## src/hw/rtl/olte_pkg.sv

```systemverilog
// Shared types and codes for the ordered list table engine.
`timescale 1ns / 1ps
`default_nettype none

package olte_pkg;

	localparam logic [1:0] KIND_INSERT = 2'd0;
	localparam logic [1:0] KIND_DELETE = 2'd1;
	localparam logic [1:0] KIND_LOCATE = 2'd2;

	localparam logic [1:0] STAT_OK       = 2'd0;
	localparam logic [1:0] STAT_RANGE    = 2'd1;
	localparam logic [1:0] STAT_FULL     = 2'd2;
	localparam logic [1:0] STAT_NOTFOUND = 2'd3;

	typedef enum logic [1:0] {
		ST_IDLE,
		ST_SCAN,
		ST_PUT
	} state_t;

	typedef struct packed {
		logic [1:0]         kind;
		logic [5:0]         position;
		logic signed [31:0] value;
	} req_t;

	typedef struct packed {
		logic [1:0]         status;
		logic signed [31:0] removed_value;
		logic [5:0]         found_position;
		logic [5:0]         count_after;
	} rsp_t;

endpackage

`default_nettype wire

```

## src/hw/rtl/olte_ram.sv

```systemverilog
// Generic single-write, single-read RAM with registered read data.
`timescale 1ns / 1ps
`default_nettype none

module olte_ram #(
	parameter int WIDTH = 32,
	parameter int DEPTH = 32
) (
	input  wire logic                     clk,
	input  wire logic                     we,
	input  wire logic [$clog2(DEPTH)-1:0] waddr,
	input  wire logic [WIDTH-1:0]         wdata,
	input  wire logic                     re,
	input  wire logic [$clog2(DEPTH)-1:0] raddr,
	output      logic [WIDTH-1:0]         rdata
);

	logic [WIDTH-1:0] mem_q [DEPTH];

	always_ff @(posedge clk) begin
		if (we) begin
			mem_q[waddr] <= wdata;
		end
		if (re) begin
			rdata <= mem_q[raddr];
		end
	end

endmodule

`default_nettype wire

```

## src/hw/rtl/ordered_list_table_engine_core.sv

```systemverilog
// Ordered list table engine: top level with walk sequencer over the entry RAM.
//
//  channel   | handshake          | payload | direction
//  ----------+--------------------+---------+----------
//  request   | start / busy       | req     | in
//  response  | done (1-cycle)     | rsp     | out
//
// Rejected requests, kind 3 and locate on an empty list finish without raising busy;
// the response strobes the cycle after the transfer.
// Insert shifts entries from the tail down to p, then writes p; an append only writes.
// Delete shifts entries down from p to the tail. Locate stops at the first match.
// The walk moves one entry per cycle through the single read port of the entry RAM.
// Reset clears count and control only; entry contents are never read before written.
// Responses cannot be stalled; a new request may be transferred while done is high.
`timescale 1ns / 1ps
`default_nettype none

module ordered_list_table_engine_core
	import olte_pkg::*;
#(
	parameter int CAPACITY = 32
) (
	input  wire logic clk,
	input  wire logic arst_n,
	input  wire logic start,
	output      logic busy,
	input  wire req_t req,
	output      logic done,
	output      rsp_t rsp
);

	localparam int AW = $clog2(CAPACITY);
	localparam int CW = $clog2(CAPACITY + 1);
	localparam int PW = (CW > 6) ? CW : 6;
	localparam int EW = PW + 1;

	state_t state_q, state_d;

	logic [CW-1:0]      cnt_q, cnt_d;
	logic [1:0]         kind_q;
	logic [AW-1:0]      pos_q;
	logic signed [31:0] val_q;
	logic [AW-1:0]      ra_q, la_q;
	logic               iss_q;
	logic               rv_s1;
	logic [AW-1:0]      rad_s1;
	logic signed [31:0] removed_q;
	logic               done_q;
	rsp_t               rsp_q, rsp_d;

	logic               acc, fin;
	logic               re, we;
	logic [AW-1:0]      waddr;
	logic [31:0]        wdata, rdata;

	logic [EW-1:0]      pos_e, cnt_e;
	logic               ins_bad, del_bad, full;
	logic [AW-1:0]      pm1, cm1;
	logic               last_s1;
	logic [PW-1:0]      cnt_x, fnd_x;

	assign busy  = (state_q != ST_IDLE);
	assign acc   = start && !busy;
	assign done  = done_q;
	assign rsp   = rsp_q;

	assign pos_e   = EW'(req.position);
	assign cnt_e   = EW'(cnt_q);
	assign ins_bad = (req.position == 6'd0) || (pos_e > cnt_e + EW'(1));
	assign del_bad = (req.position == 6'd0) || (pos_e > cnt_e);
	assign full    = (cnt_q == CW'(CAPACITY));
	assign pm1     = AW'(pos_e - EW'(1));
	assign cm1     = AW'(cnt_e - EW'(1));
	assign last_s1 = (rad_s1 == la_q);
	assign cnt_x   = PW'(cnt_d);
	assign fnd_x   = PW'(rad_s1) + PW'(1);

	olte_ram #(
		.WIDTH(32),
		.DEPTH(CAPACITY)
	) u_ram (
		.clk  (clk),
		.we   (we),
		.waddr(waddr),
		.wdata(wdata),
		.re   (re),
		.raddr(ra_q),
		.rdata(rdata)
	);

	// next state
	always_comb begin
		state_d = state_q;
		unique case (state_q)
			ST_IDLE: begin
				if (acc) begin
					unique case (req.kind)
						KIND_INSERT: begin
							if (!ins_bad && !full) begin
								state_d = (pos_e == cnt_e + EW'(1)) ? ST_PUT : ST_SCAN;
							end
						end
						KIND_DELETE: begin
							if (!del_bad) state_d = ST_SCAN;
						end
						KIND_LOCATE: begin
							if (cnt_q != '0) state_d = ST_SCAN;
						end
						default: state_d = ST_IDLE;
					endcase
				end
			end
			ST_SCAN: begin
				if (fin) begin
					state_d = ST_IDLE;
				end else if (rv_s1 && last_s1 && kind_q == KIND_INSERT) begin
					state_d = ST_PUT;
				end
			end
			ST_PUT:  state_d = ST_IDLE;
			default: state_d = ST_IDLE;
		endcase
	end

	// datapath control and response
	always_comb begin
		fin                   = 1'b0;
		we                    = 1'b0;
		waddr                 = rad_s1;
		wdata                 = rdata;
		cnt_d                 = cnt_q;
		rsp_d.status          = STAT_OK;
		rsp_d.removed_value   = '0;
		rsp_d.found_position  = '0;
		unique case (state_q)
			ST_IDLE: begin
				if (acc) begin
					unique case (req.kind)
						KIND_INSERT: begin
							if (ins_bad) begin
								fin          = 1'b1;
								rsp_d.status = STAT_RANGE;
							end else if (full) begin
								fin          = 1'b1;
								rsp_d.status = STAT_FULL;
							end
						end
						KIND_DELETE: begin
							if (del_bad) begin
								fin          = 1'b1;
								rsp_d.status = STAT_RANGE;
							end
						end
						KIND_LOCATE: begin
							if (cnt_q == '0) begin
								fin          = 1'b1;
								rsp_d.status = STAT_NOTFOUND;
							end
						end
						default: fin = 1'b1;
					endcase
				end
			end
			ST_SCAN: begin
				if (rv_s1) begin
					case (kind_q)
						KIND_INSERT: begin
							we    = 1'b1;
							waddr = rad_s1 + AW'(1);
						end
						KIND_DELETE: begin
							if (rad_s1 != pos_q) begin
								we    = 1'b1;
								waddr = rad_s1 - AW'(1);
							end
							if (last_s1) begin
								fin                 = 1'b1;
								cnt_d               = cnt_q - CW'(1);
								rsp_d.removed_value = (rad_s1 == pos_q) ? $signed(rdata)
								                                        : removed_q;
							end
						end
						default: begin
							if ($signed(rdata) == val_q) begin
								fin                  = 1'b1;
								rsp_d.found_position = fnd_x[5:0];
							end else if (last_s1) begin
								fin          = 1'b1;
								rsp_d.status = STAT_NOTFOUND;
							end
						end
					endcase
				end
			end
			ST_PUT: begin
				we    = 1'b1;
				waddr = pos_q;
				wdata = val_q;
				fin   = 1'b1;
				cnt_d = cnt_q + CW'(1);
			end
			default: fin = 1'b0;
		endcase
		rsp_d.count_after = cnt_x[5:0];
	end

	assign re = (state_q == ST_SCAN) && iss_q && !fin;

	always_ff @(posedge clk or negedge arst_n) begin
		if (!arst_n) begin
			state_q <= ST_IDLE;
			cnt_q   <= '0;
			iss_q   <= 1'b0;
			rv_s1   <= 1'b0;
			done_q  <= 1'b0;
		end else begin
			state_q <= state_d;
			cnt_q   <= cnt_d;
			rv_s1   <= re;
			done_q  <= fin;
			if (acc) begin
				iss_q <= 1'b1;
			end else if (re) begin
				iss_q <= (ra_q != la_q);
			end
		end
	end

	always_ff @(posedge clk) begin
		if (acc) begin
			kind_q <= req.kind;
			val_q  <= req.value;
			pos_q  <= pm1;
			unique case (req.kind)
				KIND_INSERT: begin
					ra_q <= cm1;
					la_q <= pm1;
				end
				KIND_DELETE: begin
					ra_q <= pm1;
					la_q <= cm1;
				end
				default: begin
					ra_q <= '0;
					la_q <= cm1;
				end
			endcase
		end else if (re) begin
			// insert walks down from the tail, delete and locate walk up
			ra_q <= (kind_q == KIND_INSERT) ? ra_q - AW'(1) : ra_q + AW'(1);
		end
		if (re) begin
			rad_s1 <= ra_q;
		end
		if (state_q == ST_SCAN && rv_s1 && kind_q == KIND_DELETE && rad_s1 == pos_q) begin
			removed_q <= $signed(rdata);
		end
		if (fin) begin
			rsp_q <= rsp_d;
		end
	end

	a_done_idle: assert property (@(posedge clk) disable iff (!arst_n)
		done |-> !busy)
		else $error("response strobe while walk in progress");

	a_cnt_cap: assert property (@(posedge clk) disable iff (!arst_n)
		cnt_q <= CW'(CAPACITY))
		else $error("entry count above capacity");

	a_rv_scan: assert property (@(posedge clk) disable iff (!arst_n)
		rv_s1 |-> $past(state_q == ST_SCAN))
		else $error("read data valid outside a walk");

	a_cnt_done: assert property (@(posedge clk) disable iff (!arst_n)
		(cnt_q != $past(cnt_q)) |-> done)
		else $error("entry count changed without a response");

	a_put_write: assert property (@(posedge clk) disable iff (!arst_n)
		(state_q == ST_PUT) |-> (we && fin))
		else $error("insert slot not written on finish");

endmodule

`default_nettype wire

```

## config.mk

```make
export PLATFORM = sky130hd
export DESIGN_NAME = ordered_list_table_engine_core
export DESIGN_NICKNAME = d
export VERILOG_FILES = /design/src/hw/rtl/olte_pkg.sv /design/src/hw/rtl/olte_ram.sv /design/src/hw/rtl/ordered_list_table_engine_core.sv
export SDC_FILE = /design/constraint.sdc
export NUM_CORES = 1
export LEC_CHECK = 0
export BUFFER_PORTS_ARGS = -buffer_cell sky130_fd_sc_hd__buf_2
export CAP_MARGIN = 20
export CORE_ASPECT_RATIO = 1.75
export CORE_UTILIZATION = 30
export DETAILED_ROUTE_END_ITERATION = 12
export GPL_TIMING_DRIVEN = 1
export PLACE_DENSITY = 0.52
export SYNTH_ARGS = -nofsm -noshare
export SYNTH_HDL_FRONTEND = slang
export SYNTH_HIERARCHICAL = 1
export SYNTH_SLANG_ARGS = --single-unit
```

## constraint.sdc

```tcl
create_clock -name clk -period 5.22 [get_ports clk]
set_input_delay 0.522 -clock clk [delete_from_list [all_inputs] [get_ports clk]]
set_output_delay 0.522 -clock clk [all_outputs]
set_load 0.01 [all_outputs]
```

Word-level counts from Yosys, hierarchy flattened

Memory sizes are Yosys's and may differ from the RTL's. A register that Yosys moved wholly into a read port is not among the register bits.
Index checks and enable logic that the tools add are counted.

Logic and storage cells: 134
Memories kept: 1
RAM bits: 1024
Output and inout port bits: 48
Bits of input ports: 43
Register bits after elaboration: 143

Add/subtract/negate cells: 10
Equality and inequality tests: 17
Magnitude comparators: 2
Reductions and logical operators: 27
Mux-type cells: 58
Bitwise operators: 3

Memories:

| name        | depth | bits a word | rd ports | clocked after Yosys merged registers in | write ports | line           | text |
|---|---|---|---|---|---|---|---|
| u_ram.mem_q | 32    | 32          | 1        | 1                                       | 1           | olte_ram.sv:18 | `logic [WIDTH-1:0] mem_q [DEPTH];` |

Operator list:

| operator                                            | count |
|---|---|
| two-way mux 32 bit                                  | 4 |
| two-way mux 40 bit                                  | 1 |
| equality test 32 bit                                | 1 |
| two-way mux 5 bit                                   | 6 |
| two-way mux 6 bit                                   | 5 |
| one-hot mux 5 bit (2 select lines)                  | 3 |
| two-way mux 2 bit                                   | 14 |
| subtractor 5 x 1 -> 5 bit, second input constant    | 4 |
| two-way mux 1 bit                                   | 15 |
| zero test 6 bit                                     | 2 |
| != test 3 bit, second input constant                | 4 |
| one-hot mux 2 bit (3 select lines)                  | 2 |
| one-hot mux 6 bit (2 select lines)                  | 1 |
| adder 5 x 1 -> 5 bit, second input constant         | 2 |
| equality test 5 bit                                 | 2 |
| != test 5 bit                                       | 2 |
| logical AND 1 bit                                   | 9 |
| one-hot mux 2 bit (2 select lines)                  | 2 |
| adder 6 x 1 -> 7 bit, second input constant         | 1 |
| equality test 6 x 7 -> 1 bit                        | 1 |
| > comparator 6 x 7 -> 1 bit                         | 1 |
| adder 5 x 1 -> 6 bit, second input constant         | 1 |
| adder 6 x 1 -> 6 bit, second input constant         | 1 |
| equality test 2 x 1 -> 1 bit, second input constant | 3 |
| other kinds (17)                                    | 30 |

Depth between registers and ports, before layout

Word-level depth: 11
Mapped depth: 12
Depth with buffers taken out: 11

Cells and area by module

The synthesis kept the hierarchy.

By module, submodules not included:

| module                         | sequential area each (um2) | cells each | area an instance (um2) | times used |
|---|---|---|---|---|
| olte_ram                       | 31710.4                    | 2260       | 40812.9                | 1 |
| ordered_list_table_engine_core | 4239.1                     | 575        | 7333.3                 | 1 |

Least setup slack after synthesis

No wires, ideal clock.

Path kind: register -> register
Start point: register cnt_q[0]
End point: register rsp_q, in the netlist rsp[0] (enable)
Buffers on the path: 0
Arrival: 4.559 ns
Path slack: 0.183 ns
Stages on the path, launching flop included: 11
Library setup time: 0.479 ns
Required time: 4.741 ns
Cells stage by stage: dfrtp_1 inv_1 ha_1 inv_1 ha_1 nand3b_1 a21o_1 nand3_1 a311oi_2 a31o_2 a31oi_1

Word-level cells in the longest chain between the ends: 7

Ends and longest elaborated chain:

| element                                | line                                  | text |
|---|---|---|
| start: declaration                     | ordered_list_table_engine_core.sv:39  | `logic [CW-1:0] cnt_q, cnt_d;` |
| start signal: assignment               | ordered_list_table_engine_core.sv:218 | `cnt_q <= cnt_d;` |
| adder 6 x 1 -> 7 bit                   | ordered_list_table_engine_core.sv:69  | `assign ins_bad = (req.position == 6'd0) \|\| (pos_e > cnt_e + EW'(1));` |
| > comparator 6 x 7 -> 1 bit            | ordered_list_table_engine_core.sv:69  |  |
| logical OR 1 bit                       | ordered_list_table_engine_core.sv:69  |  |
| two-way mux 1 bit                      | ordered_list_table_engine_core.sv:140 | `if (ins_bad) begin` |
| one-hot mux 1 bit (3 select lines) (*) | ordered_list_table_engine_core.sv:138 | `unique case (req.kind)` |
| two-way mux 1 bit (*)                  | ordered_list_table_engine_core.sv:137 | `if (acc) begin` |
| one-hot mux 1 bit (3 select lines) (*) | ordered_list_table_engine_core.sv:135 | `unique case (state_q)` |
| named net fin                          | ordered_list_table_engine_core.sv:51  | `logic acc, fin;` |
| end signal: assignment                 | ordered_list_table_engine_core.sv:259 | `rsp_q <= rsp_d;` |
| end: declaration                       | ordered_list_table_engine_core.sv:49  | `rsp_t rsp_q, rsp_d;` |

The timed path passes the listed nets; every way through them passes the cells marked *.
A chain may end at the register's enable or synchronous reset.

Worst setup path after layout

Start point: register u_ram.rdata[21] (read register of u_ram.mem_q)
End point: register ra_q[2] (enable)

Word-level cells in the longest chain between the ends: 8

Ends and longest elaborated chain:

| element                            | line                                  | text |
|---|---|---|
| start: declaration                 | olte_ram.sv:15                        | `output logic [WIDTH-1:0] rdata` |
| equality test 32 bit               | ordered_list_table_engine_core.sv:184 | `if ($signed(rdata) == val_q) begin` |
| two-way mux 1 bit                  | ordered_list_table_engine_core.sv:184 |  |
| one-hot mux 1 bit (2 select lines) | ordered_list_table_engine_core.sv:166 | `case (kind_q)` |
| two-way mux 1 bit                  | ordered_list_table_engine_core.sv:165 | `if (rv_s1) begin` |
| one-hot mux 1 bit (3 select lines) | ordered_list_table_engine_core.sv:135 |  |
| zero test 1 bit                    | ordered_list_table_engine_core.sv:207 | `assign re = (state_q == ST_SCAN) && iss_q && !fin;` |
| logical AND 1 bit                  | ordered_list_table_engine_core.sv:207 |  |
| nonzero test 2 bit (no line)       | n/a                                   |  |
| end signal: assignment             | ordered_list_table_engine_core.sv:236 | `ra_q <= cm1;` |
| end signal: assignment             | ordered_list_table_engine_core.sv:240 | `ra_q <= pm1;` |
| end signal: assignment             | ordered_list_table_engine_core.sv:250 | `ra_q <= (kind_q == KIND_INSERT) ? ra_q - AW'(1) : ra_q + AW'(1);` |
| end: declaration                   | ordered_list_table_engine_core.sv:43  | `logic [AW-1:0] ra_q, la_q;` |

Every way passes these cells.

==> impl_metrics.json <==
{
  "status": "complete, no violations",
  "drtIter0Drc": 1717,
  "synth-seq-area-share": 0.747,
  "power_density_nw_per_um2": 537,
  "p_leak_uw": 0.0190,
  "dpl.hpwl_um": 80000,
  "pwr-share-comb": 0.307,
  "synth.top_cell.area_share": 0.741,
  "setup.worst_path.start_class": "flop",
  "cts_root_buffer": "clkbuf_16",
  "drv_slew": 0,
  "area_delta_synth_final_pct": 14.6,
  "first_pass_iters": 5,
  "clock_skew_ps": 30.6,
  "rrSetupSlack_ps": 1040,
  "timing.final.crit_period_ps": 4180,
  "gp_congestion": 0.908,
  "hold_path_class": "in -> reg",
  "worstHoldStart": "req[39]",
  "clockPowerShare": 0.261,
  "grt_max_degree": 113,
  "worst_skew_pair.late_latency_ps": 710,
  "via_count": 25000,
  "grt_util_met2": 0.290,
  "p_int_uw": 19600,
  "ant_nets": 0,
  "drc": 0,
  "use_met3": 0.0178,
  "p_switching_uw": 10000,
  "dieWidth_um": 305,
  "pin_count": 91,
  "synthFlopType": "edfxtp_1",
  "max_stage_delay_ps": 880,
  "yosys.cell_types.count": 56,
  "synth_edf_count": 1188,
  "cts.path.max_buffers": 3,
  "synth_warnings": 6,
  "cpMaxStageDelayCell": "xnor2_1",
  "crit_chain": "xnor2_1, nand4_1, nor4_1, nand3_1, a21oi_1, o31a_1, o21ai_0",
  "core_um2": 159000,
  "clk_pin_slew_worst_paths_ps": 70,
  "numCtsBuffers": 100,
  "rsz0062_at_grt": "false",
  "cts.sink_count": 1199,
  "arrival_ps": 4520,
  "hold_viol": 0,
  "endpoint_kind": "flop",
  "holdPathEnd": "kind_q[1]",
  "r2r_cells": 7,
  "yosysTopAreaCell": "edfxtp_1",
  "fill_cells": 15000,
  "maxCapViolCount": 0,
  "grt_pass1_vias": 25900,
  "nets": 3070,
  "synth-async-reset-ratio": 0.00917,
  "cp_max_fo": 9,
  "port-buffer-count": 90,
  "drive_above_1_share": 0.133,
  "grt_pass1_wl_um": 177000,
  "cts_tree": "built",
  "grt_usage": 0.148,
  "fin_setup_tns_ps": 0,
  "syn_avg_cell_area_um2": 17.0,
  "ir_drop_mv": 0.355,
  "synth_cells": 2835,
  "ys_top_cells_by_area": "edfxtp_1 74%, mux2i_1 11%, a22oi_1 1.5%",
  "antenna_found_initial": 2,
  "cp.required_ps": 5560,
  "p_seq_frac": 0.432,
  "worst_pin_slew_ps": 1110,
  "hold_path_depth": 1,
  "timing.final.crit_share": 0.800,
  "finalSetupViolations": 0,
  "wire_per_inst_um": 23.7,
  "regArea_um2": 35900,
  "regToRegEndpoint": "ra_q[2]",
  "r2r-start": "u_ram/rdata[21]",
  "syn-num-nets": 2908,
  "vias_per_cell": 4.86,
  "post_cts_buffers": 0,
  "whs_ps": 71.6,
  "swShare": 0.339,
  "ys_ff_latch": 1199,
  "slew_headroom": 0.258,
  "use_met1": 0.160,
  "routed_wl_um": 122000,
  "die_h_um": 532,
  "power_uw": 29600,
  "busiest_layer": "met2",
  "dieArea_um2": 162000,
  "multi_input_area_um2": 11500,
  "worstSetupPathType": "reg -> reg",
  "h-tree-depth": 3,
  "synth_common_cells": "1,188 x edfxtp_1, 546 x mux2i_1, 118 x nand2_1",
  "start_util": 0.302,
  "synthMostInstantiatedCell": "edfxtp_1",
  "clock.fmax_ghz": 0.239,
  "synth_area_um2": 48100,
  "rows": 194,
  "grt_overflow": 0
}
-- worst max-delay path: cells and delay by family (launching register included) --
kind	cells	cell delay [ps]
AND/OR/NAND/NOR	3	1610
XOR/XNOR	1	880
flip-flops	1	440
AO/OA/AOI/OAI	3	890
-- power by group through the flow --
stage          combinational, uW  sequential [uW]  clock [uW]
2_1_floorplan               5620            12900           0
3_3_place_gp                9160            13000           0
3_5_place_dp                9210            13000           0
4_1_cts                     9240            12800        7910
5_1_grt                     9710            12800        8240
6_report                    9100            12800        7720
-- flip-flops by register name (all words and copies together) (netlist names), 2 cells and up --
| signal | cells |
|---|---|
| rsp | 46 |
| cnt_q | 6 |
| kind_q | 2 |
| ra_q | 5 |
| val_q | 32 |
| u_ram/mem_q | 1024 |
| removed_q | 32 |
| state_q | 2 |
| la_q | 5 |
| rad_s1 | 5 |
| u_ram/rdata | 32 |
| pos_q | 5 |
-- routing by layer --
| metal | vias up | routed length [um] |
|---|---|---|
| met4 | 0 | 4200 |
| met2 | 520 | 68200 |
| met1 | 12800 | 45300 |
| met5 | - | 0 |
| met3 | 172 | 3970 |
| li1 | 11400 | - |
-- logic make-up (layout without fill, tap and decap cells) --
family                   after synthesis  in the layout  share of synthesized area
AND/OR/NAND/NOR                      404            404                     0.0384
buffers and inverters                182            421                     0.0203
other                                  0              2                          0
multiplexers                         581            581                      0.122
flip-flops                          1199           1199                      0.747
AO/OA/AOI/OAI                        374            374                     0.0531
adder cells (fa/ha/maj)               30             30                    0.00795
XOR/XNOR                              65             65                     0.0118
-- how the worst max path moves through the flow --
stage	from	endpoint	slack [ps]	cells after the start
6_report	u_ram/rdata[21]	ra_q[2]	1040	7
5_1_grt	u_ram/rdata[21]	ra_q[1]	960	7
4_1_cts	u_ram/rdata[21]	ra_q[2]	930	7
3_5_place_dp	u_ram/rdata[21]	ra_q[3]	930	7
3_3_place_gp	u_ram/rdata[21]	ra_q[0]	1000	7
2_1_floorplan	cnt_q[0]	rsp[0]	180	10
-- layout by cell type, fill, tap and decap left out, types with 16 or more instances in the layout --
cell type,n
a21oi_1,115
nor2_4,34
ha_1,28
mux2i_1,546
clkbuf_1,18
edfxtp_1,1188
nand2_1,117
buf_12,19
mux2_2,35
nor3_1,42
nand3_1,114
nor2_1,50
buf_4,66
clkbuf_16,104
buf_2,90
a31oi_1,39
a22oi_1,96
clkinv_1,16
dlygate4sd3_1,33
inv_1,33
xnor2_1,54
a22o_1,69
-- through the flow --
step	utilization	instance area, um2	cells	worst slack [ps]
after detailed placement	0.323	51500	4920	932
after CTS	0.346	55200	5132	931
final	0.346	55200	5134	1040
after global placement	0.323	51500	4920	998
after floorplan	-	48100	2835	183
after global routing	0.346	55200	5134	956
-- timing repair --
item / 4_1_cts / 5_1_grt
resized for setup: 0 / 0
setup endpoints to repair: 0 / 0
hold buffers: 33 / 0
hold endpoints to repair: 43 / 0
-- area by class of cell --
cell class,instances,share of cell area
Timing Repair Buffer,208,0.0300
Tap cell,2058,0.0467
Clock inverter,52,0.0108
Antenna cell,2,0.0000907
Inverter,34,0.00231
Clock buffer,127,0.0496
Multi-Input combinational cell,1454,0.209
Sequential cell,1199,0.652
No activity file was read; power rests on OpenSTA's default activity.
